`src/rtl/frie_pkg.sv`:
```
// ----------------------------------------------------------------------------
// frie_pkg: shared types and constants of the fuzzy rule inference engine
// holds action codes, trapezoid kinds, fixed-point constants and the
// command/status structs between controller and datapath
// ----------------------------------------------------------------------------
package frie_pkg;

   // action codes
   localparam logic [1:0] ACT_WR_MEMBER    = 2'd0;
   localparam logic [1:0] ACT_WR_RULE      = 2'd1;
   localparam logic [1:0] ACT_WR_SINGLETON = 2'd2;
   localparam logic [1:0] ACT_EVALUATE     = 2'd3;

   // trapezoid kinds
   localparam logic [1:0] KIND_REGULAR = 2'd0;
   localparam logic [1:0] KIND_LEFT    = 2'd1;
   localparam logic [1:0] KIND_RIGHT   = 2'd2;

   localparam int VARIABLES       = 4;
   localparam int SINGLETON_DEPTH = 16;
   localparam logic [15:0] ONE_Q15 = 16'h8000;

   // accumulator widths
   localparam int NUM_W = 40;
   localparam int DEN_W = 26;

   // controller commands
   typedef struct packed {
      logic capture;     // latch input word
      logic do_write;    // perform table write
      logic clear_acc;   // clear accumulators
      logic issue_read;  // read rule table for rule_idx
      logic read_mem;    // read membership/singleton for the fetched rule
      logic compute;     // compute degrees
      logic accumulate;  // add products to accumulators
      logic div_start;   // start divider
      logic finish;      // load result register
   } cmd_type;

   // datapath status
   typedef struct packed {
      logic div_done;
   } status_type;

endpackage

```
`src/rtl/frie_ctrl.sv`:
```
// ----------------------------------------------------------------------------
// frie_ctrl: controller of the fuzzy rule inference engine
// sequences table writes and the rule walk, division and result hand-off
// ----------------------------------------------------------------------------
module frie_ctrl
   import frie_pkg::*;
#(
   parameter int MAX_RULES = 64
) (
   input  logic                         clock,
   input  logic                         reset,
   input  logic                         req_tvalid,
   output logic                         req_tready,
   input  logic [1:0]                   req_action,
   input  logic                         out_busy,
   input  logic [6:0]                   rule_count,
   input  status_type                   status,
   output cmd_type                      cmd,
   output logic [$clog2(MAX_RULES)-1:0] rule_idx
);

   localparam int IW = $clog2(MAX_RULES);
   localparam int CW = $clog2(MAX_RULES + 1);

   localparam logic [2:0] ST_IDLE  = 3'd0;
   localparam logic [2:0] ST_WRITE = 3'd1;
   localparam logic [2:0] ST_RULE  = 3'd2;
   localparam logic [2:0] ST_DIV   = 3'd3;
   localparam logic [2:0] ST_DONE  = 3'd4;

   logic [2:0]    state_ff, state_in;
   logic [CW-1:0] issue_ff, issue_in;   // rules issued
   logic [3:0]    pipe_ff, pipe_in;     // valid bits of the rule pipeline
   logic [CW-1:0] limit;
   logic          accepted;
   logic          issue_now;

   assign req_tready = (state_ff == ST_IDLE);
   assign accepted   = req_tvalid && req_tready;

   // clamp rule count
   always_comb begin
      if (32'(rule_count) > MAX_RULES) begin
         limit = CW'(MAX_RULES);
      end else begin
         limit = CW'(rule_count);
      end
   end

   assign issue_now = (state_ff == ST_RULE) && (issue_ff < limit);
   assign rule_idx  = issue_ff[IW-1:0];

   // next state and commands
   always_comb begin
      state_in = state_ff;
      issue_in = issue_ff;
      pipe_in  = {pipe_ff[2:0], issue_now};
      cmd      = '0;
      cmd.issue_read = issue_now;
      cmd.read_mem   = pipe_ff[0];
      cmd.compute    = pipe_ff[1];
      cmd.accumulate = pipe_ff[2];
      case (state_ff)
         ST_IDLE: begin
            if (accepted) begin
               cmd.capture   = 1'b1;
               cmd.clear_acc = 1'b1;
               issue_in      = '0;
               if (req_action == ACT_EVALUATE) begin
                  state_in = ST_RULE;
               end else begin
                  state_in = ST_WRITE;
               end
            end
         end
         ST_WRITE: begin
            if (!out_busy) begin
               cmd.do_write = 1'b1;
               cmd.finish   = 1'b1;
               state_in     = ST_IDLE;
            end
         end
         ST_RULE: begin
            if (issue_now) begin
               issue_in = issue_ff + 1'b1;
            end else if (pipe_ff == '0) begin
               cmd.div_start = 1'b1;
               state_in      = ST_DIV;
            end
         end
         ST_DIV: begin
            if (status.div_done) begin
               state_in = ST_DONE;
            end
         end
         ST_DONE: begin
            if (!out_busy) begin
               cmd.finish = 1'b1;
               state_in   = ST_IDLE;
            end
         end
         default: begin
            state_in = ST_IDLE;
         end
      endcase
   end

   // state registers
   always_ff @(posedge clock) begin
      if (reset) begin
         state_ff <= ST_IDLE;
         issue_ff <= '0;
         pipe_ff  <= '0;
      end else begin
         state_ff <= state_in;
         issue_ff <= issue_in;
         pipe_ff  <= pipe_in;
      end
   end

`ifndef ASSERT_OFF
   // rule pipeline only runs during the rule walk
   assert property (@(posedge clock) disable iff (reset)
      (pipe_ff != '0) |-> (state_ff == ST_RULE))
      else $error("rule pipeline active outside rule walk");
   // issue count never passes the clamped rule count
   assert property (@(posedge clock) disable iff (reset)
      (state_ff == ST_RULE) |-> (issue_ff <= limit))
      else $error("rule issue overran rule count");
   // divider start leads into divide state
   assert property (@(posedge clock) disable iff (reset)
      cmd.div_start |=> (state_ff == ST_DIV))
      else $error("divider started without divide state");
`endif

endmodule

```
`config.mk`:
```
export PLATFORM = sky130hd
export DESIGN_NAME = frie_ctrl
export DESIGN_NICKNAME = d
export VERILOG_FILES = /design/src/rtl/frie_pkg.sv /design/src/rtl/frie_ctrl.sv
export SDC_FILE = /design/constraint.sdc
export NUM_CORES = 1
export LEC_CHECK = 0
export BUFFER_PORTS_ARGS = -buffer_cell sky130_fd_sc_hd__buf_2
export CORE_UTILIZATION = 40
export CTS_BUF_LIST = sky130_fd_sc_hd__clkbuf_16
export DETAILED_ROUTE_END_ITERATION = 16
export GPL_TIMING_DRIVEN = 0
export PLACE_DENSITY_LB_ADDON = 0.3
export SETUP_SLACK_MARGIN = 0.02
export SLEW_MARGIN = 20
export SYNTH_ARGS = -nofsm -noshare
export SYNTH_HDL_FRONTEND = slang
export SYNTH_SLANG_ARGS = --single-unit
```
`constraint.sdc`:
```
create_clock -name clock -period 3.3 [get_ports clock]
set_input_delay 0.825 -clock clock [delete_from_list [all_inputs] [get_ports clock]]
set_output_delay 0.825 -clock clock [all_outputs]
set_load 0.02 [all_outputs]
```
## Word-level counts from Yosys, hierarchy flattened

Cells that the tools add are included.

- Add/sub/neg operators: 1
- $lt $le $gt $ge: 2
- Eq/ne operators: 11
- Mux-type cells: 19
- Reductions and logical operators: 8

Operators with widths:

| kind | number |
|---|---|
| $mux 7 | 3 |
| $mux 3 | 5 |
| $pmux 7 s2 | 1 |
| $pmux 3 s4 | 1 |
| $mux 1 | 8 |
| $ne 2x2->1 const B | 4 |
| $add 7x1->7 const B | 1 |
| $gt 7x7->1 const B | 1 |
| $lt 7x7->1 | 1 |
| $eq 3x2->1 const B | 2 |
| $reduce_and 5->1 | 1 |
| $logic_not 4->1 | 1 |
| $ne 2x1->1 const B | 2 |
| $eq 3x1->1 const B | 1 |
| $eq 3x3->1 const B | 1 |
| $logic_not 3->1 | 1 |
| $reduce_and 3->1 | 1 |
| $eq 2x2->1 const B | 1 |
| $logic_and 1x1->1 | 2 |
| $mux 2 | 1 |
| $reduce_bool 2->1 | 1 |
| $reduce_or 2->1 | 1 |

- Register bits after elaboration: 14
- Output and inout bits: 16
- Word-level logic and storage cells: 44

## Depth between registers and ports, before layout

Gate-level depths: netlist (run 1).

- Depth in word-level cells: 6
- Mapped depth: 8
- Mapped depth without buffers: 8

## Worst setup path after synthesis (run 1)

OpenSTA, ideal clock, no wires.

- Path type: input to output
- Start point: in rule_count[6]
- End point: out cmd[1] in the netlist's numbering
- Arrival time: 2437 ps
- Data required time: 2475 ps
- Slack: 38 ps
- Stages: 8
- Buffers on the path: 0
- Cell sequence: inv_1 > nand2_1 > ha_1 > nand2_1 > or3_1 > nand4bb_4 > inv_1 > nor3_1

RTL lines:

| item | line | RTL |
|---|---|---|
| start: declaration | frie_ctrl.sv:16 | `input logic [6:0] rule_count,` |
| end: declaration | frie_ctrl.sv:18 | `output cmd_type cmd,` |

==> results of run 1 <==
## Yosys cell counts (2+ instances only)
cell       n  share of area
nand3_1    6          0.030
or3_1      3          0.018
buf_2      2         0.0099
nand2_1   12          0.044
a21boi_0   2          0.015
a31oi_1    4          0.025
nor2b_1    4          0.025
buf_4     11          0.081
or3b_1     2          0.017
o21ai_0    5          0.025
ha_1       7          0.086
a21oi_1   12          0.059
or4_1      2          0.015
nor2_1    10          0.037
inv_1      2         0.0074
dfxtp_1   14           0.28
and3_1     2          0.012
nor3_1     5          0.025
## per-layer routing
| metal | GRT usage | up-vias | part of all wire |
|---|---|---|---|
| li1 | - | 513 | - |
| met1 | 0.212 | 441 | 0.44 |
| met2 | 0.325 | 26 | 0.50 |
| met3 | 0.0551 | 2 | 0.052 |
| met4 | 0.0482 | 0 | 0.0036 |
| met5 | 0 | - | 0 |
## worst min path at each step
stage                     from    endpoint  slack, ps  cells after the start
finish              pipe_ff[1]  pipe_ff[2]        470                      1
detailed placement  pipe_ff[1]  pipe_ff[2]        470                      1
floorplan           pipe_ff[2]  pipe_ff[3]        450                      1
CTS                 pipe_ff[0]  pipe_ff[1]        480                      1
global route        pipe_ff[1]  pipe_ff[2]        480                      1
global placement    pipe_ff[1]  pipe_ff[2]        470                      1
## final cells by class
class | instances | area [sq um] | area share
Buffer | 15 | 108 | 0.0832
Clock buffer | 3 | 75.1 | 0.0580
Timing Repair Buffer | 30 | 155 | 0.120
Inverter | 2 | 10.0 | 0.00774
Sequential cell | 14 | 280 | 0.217
Tap cell | 28 | 35.0 | 0.0271
Multi-Input combinational cell | 95 | 631 | 0.487
## power by group through the flow
stage,combinational (W),clock (W),sequential [W]
5_1_grt,0.000465,0.000236,0.000211
6_report,0.000416,0.000221,0.000208
4_1_cts,0.000411,0.000224,0.000208
3_3_place_gp,0.000394,0,0.000210
3_5_place_dp,0.000401,0,0.000212
2_1_floorplan,0.000304,0,0.000207
## cells by family (layout without fill, tap and decap cells)
family | count (synthesis) | count (layout) | share of synthesized area
AND/OR/NAND/NOR | 58 | 58 | 0.342
XOR/XNOR | 1 | 1 | 0.00862
adder cells (fa/ha/maj) | 7 | 7 | 0.0862
AO/OA/AOI/OAI | 28 | 28 | 0.164
multiplexers | 1 | 1 | 0.00985
buffers and inverters | 17 | 50 | 0.113
flip-flops | 14 | 14 | 0.276
## stage by stage
step	power [W]	TNS, ps
floorplan	0.000511	0
global placement	0.000604	-24.6
detailed placement	0.000613	-66.3
CTS	0.000844	0
global route	0.000913	0
finish	0.000845	0
## registers in the layout, summed over array words and instances, names as in the netlist
register / cells
state_ff: 3
pipe_ff: 4
issue_ff: 7
## critical path, stage by stage
cell	delay [ps]
buf_2	120
inv_4	70
nand2_1	50
ha_1	280
nand2_1	80
or3_4	400
nand4bb_4	110
inv_1	70
nor3_2	170
buf_4	160
## timing repair
item,CTS,global route
gates resized for setup,1,4
setup buffers,1,0
setup endpoints to repair,1,1
hold buffers,0,0
==> summary.txt, run 1 <==
Detailed routing
  • 1st-iter DRT viols: 15
  • Vias/cell: 5.25
  • DRT Pass-1 Iters: 4
  • Residual DRC count: 0
  • WL/cell: 11.9 um
  • Vias: 982
  • Aggregate routed wire length: 2.22 mm
  • Post-DRT Antenna Nets: 0

Global routing
  • First-pass GRT wire length: 3.75 mm
  • Grt ovf: 0
  • Vias in the first global route: 900
  • Initial antenna violation count: 0
  • Largest net degree at the start of global routing: 11
  • Gr usage total: 0.184

Timing
  • RSZ-0062 raised after global routing: false
  • Peak Freq: 316 MHz
  • Slew Limit Fails: 0
  • # setup viols final: 0
  • Final WS setup: 138 ps
  • Clock skew: 0.770 ps
  • Worst-Margin Slew: 567 ps
  • Slew margin rel.: 0.622
  • Final hold vios: 0
  • Hold_ws: 473 ps
  • Tmin final: 3160 ps
  • Final period utilization: 0.958

Worst setup path
  • Critical Path Sink: cmd[1]
  • Crit path launch type: primary input
  • Worst r2r src: issue_ff[6]
  • Reg-to-Reg End: issue_ff[4]
  • Max FO, Critical Path: 6
  • Kind of critical path: primary input to primary output
  • Critical Path RT: 2470 ps
  • R2R depth: 7
  • Worst EP arrival: 2340 ps
  • Flop2flop setup slack: 1300 ps
  • Worst setup path startpoint: rule_count[6]
  • CP Capture Type: primary output

Floorplanning
  • Die X: 52.4 um
  • # IOs: 30
  • Core box area: 0.00230 sq mm
  • Die Span Y: 52.4 um
  • Die footprint: 0.00275 sq mm
  • Rows: 17
  • Initial core utilization: 0.442

Placement
  • Pre-CTS setup slack: -66.3 ps
  • Placed Area: 0.00120 sq mm
  • Placed Cells: 183
  • Port Buffer Count: 29
  • Gpl congestion: 0.772
  • DP HPWL: 1.75 mm

Logic synthesis
  • Seq cells post-synth: 14
  • Post-synth EDFFs: 0
  • Syn. warnings: 0
  • FFs w/ async S/R, synth: 0
  • Seq/Total Area, Yosys: 0.276
  • Synth unique cells: 39
  • Syn_area_per_cell: 8.06 sq um
  • Netlist Area Pre-Place: 0.00102 sq mm
  • Synth Instances: 126
  • Most used flip-flop cell after synthesis: dfxtp_1
  • Syn Nets: 147

Final layout
  • Antenna fix cells: 0
  • Nets: 182
  • P&R area growth vs syn: 27.3%
  • Fillers: 225
  • Final Util: 0.563
  • Post-route cell area: 0.00129 sq mm
  • Commonest cells after routing, fill and taps aside: buf_2 (30), dfxtp_1 (14), buf_4 (13)
  • Fin cells: 187
  • Commonest non-fill, non-tap cell in the layout: buf_2
  • Layout cells sized above 1: 0.340

Power and ir drop
  • Clock Power Share: 0.261
  • Sequential power share: 0.247
  • Worst VDD drop: 0.525 mV
  • Sw Pwr: 0.000317 W
  • PwrDens: 653 mW/mm^2
  • Switching Share: 0.375
  • P_leak: 0.620 nW
  • Comb power frac: 0.492
  • P_int: 0.000529 W

Min path
  • Hold Path Class: flip-flop to flip-flop

Run
  • Max cap viols: 0

Clocking
  • Maximum root-to-sink buffer count: 2
  • Worst skew pair latency: 240 ps
  • Root Driver: clkbuf_16
  • CTS H-tree depth: 1
  • TritonCTS Buffers: 3
  • Clock Pin Slew Worst Setup and Hold Paths: 40 ps
  • Clock Sinks: 14
  • CTS tree: built

Outcome
  • Status: finished, final reports clean
(Power assumes the default switching activity.)
==> run 2, diff against run 1 <==
Settings changed: CTS_CLUSTER_DIAMETER from default to 100, PLACE_DENSITY from default to 0.76, PLACE_DENSITY_LB_ADDON 0.3 to default.
==> run 2 against run 1 <==
Net effect:
- global-route usage fell by 0.22 points
- sequential cell count did not move
- critical path depth did not move
- combinational power rose by 1%
- total power rose by 1.0%
- sequential share of layout area fell by 0.063 points
- setup slack improved by 22 ps
- die area did not move
- fmax rose by 0.71%
- critical path type unchanged
- largest power group unchanged
==> summary.txt, run 2 (same netlist as run 1, synthesis figures left out) <==
Outcome
  • Status: finished, final reports clean

Timing
  • Final period utilization: 0.952
  • Peak Freq: 318 MHz
  • Tmin final: 3140 ps
  • RSZ-0062 raised after global routing: false
  • Clock skew: 4.06 ps
  • Slew margin rel.: 0.597
  • Slew Limit Fails: 0
  • # setup viols final: 0
  • Final hold vios: 0
  • Hold_ws: 473 ps
  • Worst-Margin Slew: 605 ps

Clocking
  • CTS H-tree depth: 1
  • Hold-fix buffers, CTS: 0
  • Clock Pin Slew Worst Setup and Hold Paths: 50 ps
  • TritonCTS Buffers: 3
  • Worst skew pair latency: 240 ps
  • Clock Sinks: 14
  • Root Driver: clkbuf_16
  • CTS tree: built
  • Maximum root-to-sink buffer count: 2

Floorplanning
  • Core box area: 0.00230 sq mm
  • Die X: 52.4 um
  • Die Span Y: 52.4 um
  • Die footprint: 0.00275 sq mm
  • # IOs: 30
  • Initial core utilization: 0.442
  • Rows: 17

Detailed routing
  • Vias/cell: 5.37
  • Post-DRT Antenna Nets: 0
  • WL/cell: 11.7 um
  • 1st-iter DRT viols: 13
  • DRT Pass-1 Iters: 4
  • Residual DRC count: 0
  • Aggregate routed wire length: 2.21 mm
  • Vias: 1009

Placement
  • Gpl congestion: 0.776
  • DP HPWL: 1.64 mm
  • Placed Area: 0.00120 sq mm
  • Port Buffer Count: 29

Final layout
  • Largest regs: issue_ff: 7 flops, pipe_ff: 4 flops, state_ff: 3 flops
  • Register area: 280 sq um
  • Commonest non-fill, non-tap cell in the layout: buf_2
  • Most flops, register: issue_ff
  • Post-route cell area: 0.00130 sq mm
  • Max reg flops: 7
  • Commonest cells after routing, fill and taps aside: buf_2 (30), dfxtp_1 (14), buf_4 (13)
  • Layout cells sized above 1: 0.338
  • Nets: 182
  • Fillers: 238
  • Antenna fix cells: 0
  • P&R area growth vs syn: 27.7%
  • Area of the multi-input gates: 631 sq um

Worst setup path
  • Flop2flop setup slack: 1260 ps
  • Kind of critical path: primary input to primary output
  • Crit path launch type: primary input
  • CP Capture Type: primary output
  • Worst EP arrival: 2310 ps
  • R2R depth: 7
  • Max FO, Critical Path: 6
  • Critical Path RT: 2470 ps

Min path
  • Hold Path Class: flip-flop to flip-flop
  • Hold path depth: 1

Global routing
  • Grt ovf: 0
  • Vias in the first global route: 886
  • First-pass GRT wire length: 3.76 mm
  • Initial antenna violation count: 0
  • Largest net degree at the start of global routing: 11
  • Gr usage total: 0.182

Power and ir drop
  • Worst VDD drop: 0.494 mV
  • PwrDens: 658 mW/mm^2
  • P_leak: 0.621 nW

Run
  • Max cap viols: 0
==> run 2: changes by cell type in the layout (fill, tap and decap cells not counted) <==
| cell | before | now |
|---|---|---|
| clkinv_1 | 0 | 1 |
==> run 2: per-layer routing <==
metal  GRT usage  routed length, um
met2       0.300               1060
met1       0.223               1030
met5           0                  0
met4      0.0570                  0
met3      0.0551                122
==> run 2: area by class of cell <==
class	instances	area share
repair buffers	30	0.120
clock buffers	3	0.0579
plain buffers	15	0.0829
inverters	2	0.00771
multi-input cells	95	0.486
clock inverters	1	0.00289
flip-flops and latches	14	0.216
well taps	28	0.0270
==> run 2: path summary, 6_finish.rpt <==
kind                       to           from
setup / recovery       cmd[1]  rule_count[6]
hold / removal     pipe_ff[2]     pipe_ff[1]
setup reg to reg  issue_ff[4]    issue_ff[6]
hold reg to reg    pipe_ff[2]     pipe_ff[1]
==> run 2: critical path, cell delays in order <==
cell	delay, ps
buf_2	120
inv_4	70
nand2_1	50
ha_1	280
nand2_1	80
or3_4	410
nand4bb_4	110
inv_1	70
nor3_2	140
buf_4	160
==> run 2: timing repair <==
action / 4_1_cts / 5_1_grt
resized for setup: 1 / 4
buffers inserted: 1 / 0
endpoints found under the setup margin: 1 / 1
pin swaps: 0 / 0
==> run 2: metrics by stage <==
step	total power (W)	worst slack (ps)	setup TNS, ps	cells	util
floorplan	0.000511	38.0	0	126	-
global placement	0.000602	-17.4	-17.4	183	0.521
detailed placement	0.000612	-72.0	-72.0	183	0.521
CTS	0.000849	52.3	0	188	0.558
global route	0.000911	21.4	0	188	0.565
finish	0.000854	160	0	188	0.565
==> run 2: report_power, final <==
group / switching [W] / total [W] / internal [W]
combinational: 0.000239 / 0.000420 / 0.000181
sequential: 0.0000176 / 0.000207 / 0.000190
clock: 0.0000667 / 0.000227 / 0.000160
==> run 3, diff against run 2 <==
Settings changed: CELL_PAD_IN_SITES_DETAIL_PLACEMENT from default to 1, CELL_PAD_IN_SITES_GLOBAL_PLACEMENT from default to 1, CORE_UTILIZATION 40 to 36, PLACE_DENSITY 0.76 to 0.89.
==> run 3 against run 2 <==
Net effect:
- die area up 11%
- fmax shrank 1.1%
- clock skew shrank 1.8 ps
- combinational power grew 2%
- sequential share of layout area shrank 0.083 points
- register-to-register slack worse by 20 ps
- sequential cell count stayed put
- final cell count up 1.1%
- final area up 0.39%
- largest cell class unchanged
- via count increased by 2.0%
- first-iteration DRC count fell by 62%
==> summary.txt, run 3 (same netlist as run 1, synthesis figures left out) <==
Floorplanning
  • # IOs: 30
  • Die Span Y: 55.1 um
  • Initial core utilization: 0.396
  • Core box area: 0.00257 sq mm
  • Die X: 55.1 um
  • Die footprint: 0.00304 sq mm
  • Rows: 18

Timing
  • RSZ-0062 raised after global routing: false
  • Hold_ws: 480 ps
  • Slew margin rel.: 0.554
  • Worst-Margin Slew: 669 ps
  • Clock skew: 2.25 ps
  • Tmin final: 3180 ps
  • Final hold vios: 0
  • Final period utilization: 0.962
  • # setup viols final: 0
  • Slew Limit Fails: 0
  • Peak Freq: 315 MHz

Clocking
  • Hold-fix buffers, CTS: 0
  • Clock Sinks: 14
  • Root Driver: clkbuf_16
  • TritonCTS Buffers: 3
  • Clock Pin Slew Worst Setup and Hold Paths: 50 ps
  • Maximum root-to-sink buffer count: 2
  • CTS tree: built
  • CTS H-tree depth: 1
  • Worst skew pair latency: 250 ps

Worst setup path
  • Critical Path RT: 2470 ps
  • Worst EP arrival: 2350 ps
  • Max FO, Critical Path: 6
  • Cell Chain, Critical Path: buf_2 > inv_4 > nand2_1 > ha_1 > nand2_2 > or3_4 > nand4bb_4 > inv_1 > nor3_2 > buf_4
  • Kind of critical path: primary input to primary output
  • CP Capture Type: primary output
  • Crit path launch type: primary input
  • CP max stage delay: 390 ps
  • Slowest stage cell, crit path: or3_4

Final layout
  • Fin cells: 190
  • Fillers: 326
  • P&R area growth vs syn: 28.2%
  • Largest regs: issue_ff: 7 flops, pipe_ff: 4 flops, state_ff: 3 flops
  • Area of the multi-input gates: 633 sq um
  • Register area: 280 sq um
  • Commonest non-fill, non-tap cell in the layout: buf_2
  • Nets: 182
  • Max reg flops: 7
  • Layout cells sized above 1: 0.344
  • Antenna fix cells: 0
  • Commonest cells after routing, fill and taps aside: buf_2 (30), dfxtp_1 (14), buf_4 (13)
  • Most flops, register: issue_ff
  • Post-route cell area: 0.00130 sq mm

Detailed routing
  • 1st-iter DRT viols: 5
  • Aggregate routed wire length: 2.80 mm
  • WL/cell: 14.7 um
  • Vias: 1029
  • Vias/cell: 5.42
  • Post-DRT Antenna Nets: 0
  • Residual DRC count: 0
  • DRT Pass-1 Iters: 4

Global routing
  • Gr usage total: 0.218
  • Largest net degree at the start of global routing: 11
  • First-pass GRT wire length: 4.55 mm
  • Vias in the first global route: 1053
  • Initial antenna violation count: 0
  • Grt ovf: 0

Power and ir drop
  • PwrDens: 671 mW/mm^2
  • Clock Power Share: 0.269
  • Worst VDD drop: 0.524 mV
  • P_leak: 0.622 nW
  • Sw Pwr: 0.000342 W
  • P_int: 0.000532 W
  • Switching Share: 0.392
  • Comb power frac: 0.492
  • Sequential power share: 0.239

Min path
  • Hold Path Class: flip-flop to flip-flop

Placement
  • Port Buffer Count: 29
  • DP HPWL: 2.12 mm
  • Placed Cells: 185
  • Gpl congestion: 0.788
  • Placed Area: 0.00120 sq mm

Outcome
  • Status: finished, final reports clean

Run
  • Max cap viols: 0
run 3: cell count changes in the layout (fill, tap and decap cells not counted):
cell / delta
nand2_1: -1
nand2_2: +1
run 3: metal layers:
metal,vias to the layer above,share of wire,track usage
met5,-,0,0
met4,0,0.026,0.0833
met3,9,0.049,0.0738
met2,24,0.50,0.402
met1,483,0.42,0.224
li1,513,-,-
run 3: critical path, delay by kind of cell:
family | cells | cell delay (ps)
and+or+nand+nor | 5 | 790
buffers and inverters | 4 | 430
adders and majority gates | 1 | 300
run 3: final cells by class:
class	instances	share of cell area
Multi-Input combinational cell	95	0.486
Sequential cell	14	0.215
Timing Repair Buffer	30	0.119
Buffer	15	0.0826
Clock buffer	3	0.0576
Tap cell	30	0.0288
Inverter	2	0.00768
Clock inverter	1	0.00288
run 3: worst paths after layout:
kind | startpoint | depth (start not counted) | slack [ps] | endpoint
worst max-delay path | rule_count[6] | 10 | 120 | cmd[1]
worst min-delay path | pipe_ff[0] | 1 | 480 | pipe_ff[1]
worst max register to register | issue_ff[6] | 7 | 1240 | issue_ff[4]
worst min register to register | pipe_ff[0] | 1 | 480 | pipe_ff[1]
run 3: through the flow:
step / total power [W] / setup TNS (ps) / utilization / setup slack (ps)
floorplan: 0.000511 / 0 / - / 38.0
detailed placement: 0.000625 / -147 / 0.467 / -110
CTS: 0.000871 / 0 / 0.500 / 31.0
global placement: 0.000605 / -16.9 / 0.467 / -16.9
global route: 0.000933 / 0 / 0.507 / 17.3
finish: 0.000874 / 0 / 0.507 / 125
run 3: timing repair:
item | CTS | global route
buffers inserted | 1 | 0
resized for setup | 1 | 5
endpoints found under the setup margin | 2 | 2
run 3: power groups by stage:
| stage | registers [W] | logic, W | clock network, W |
|---|---|---|---|
| after floorplan | 0.000207 | 0.000304 | 0 |
| after global routing | 0.000210 | 0.000478 | 0.000244 |
| after CTS | 0.000209 | 0.000423 | 0.000239 |
| after global placement | 0.000210 | 0.000395 | 0 |
| final | 0.000209 | 0.000430 | 0.000235 |
| after detailed placement | 0.000212 | 0.000413 | 0 |
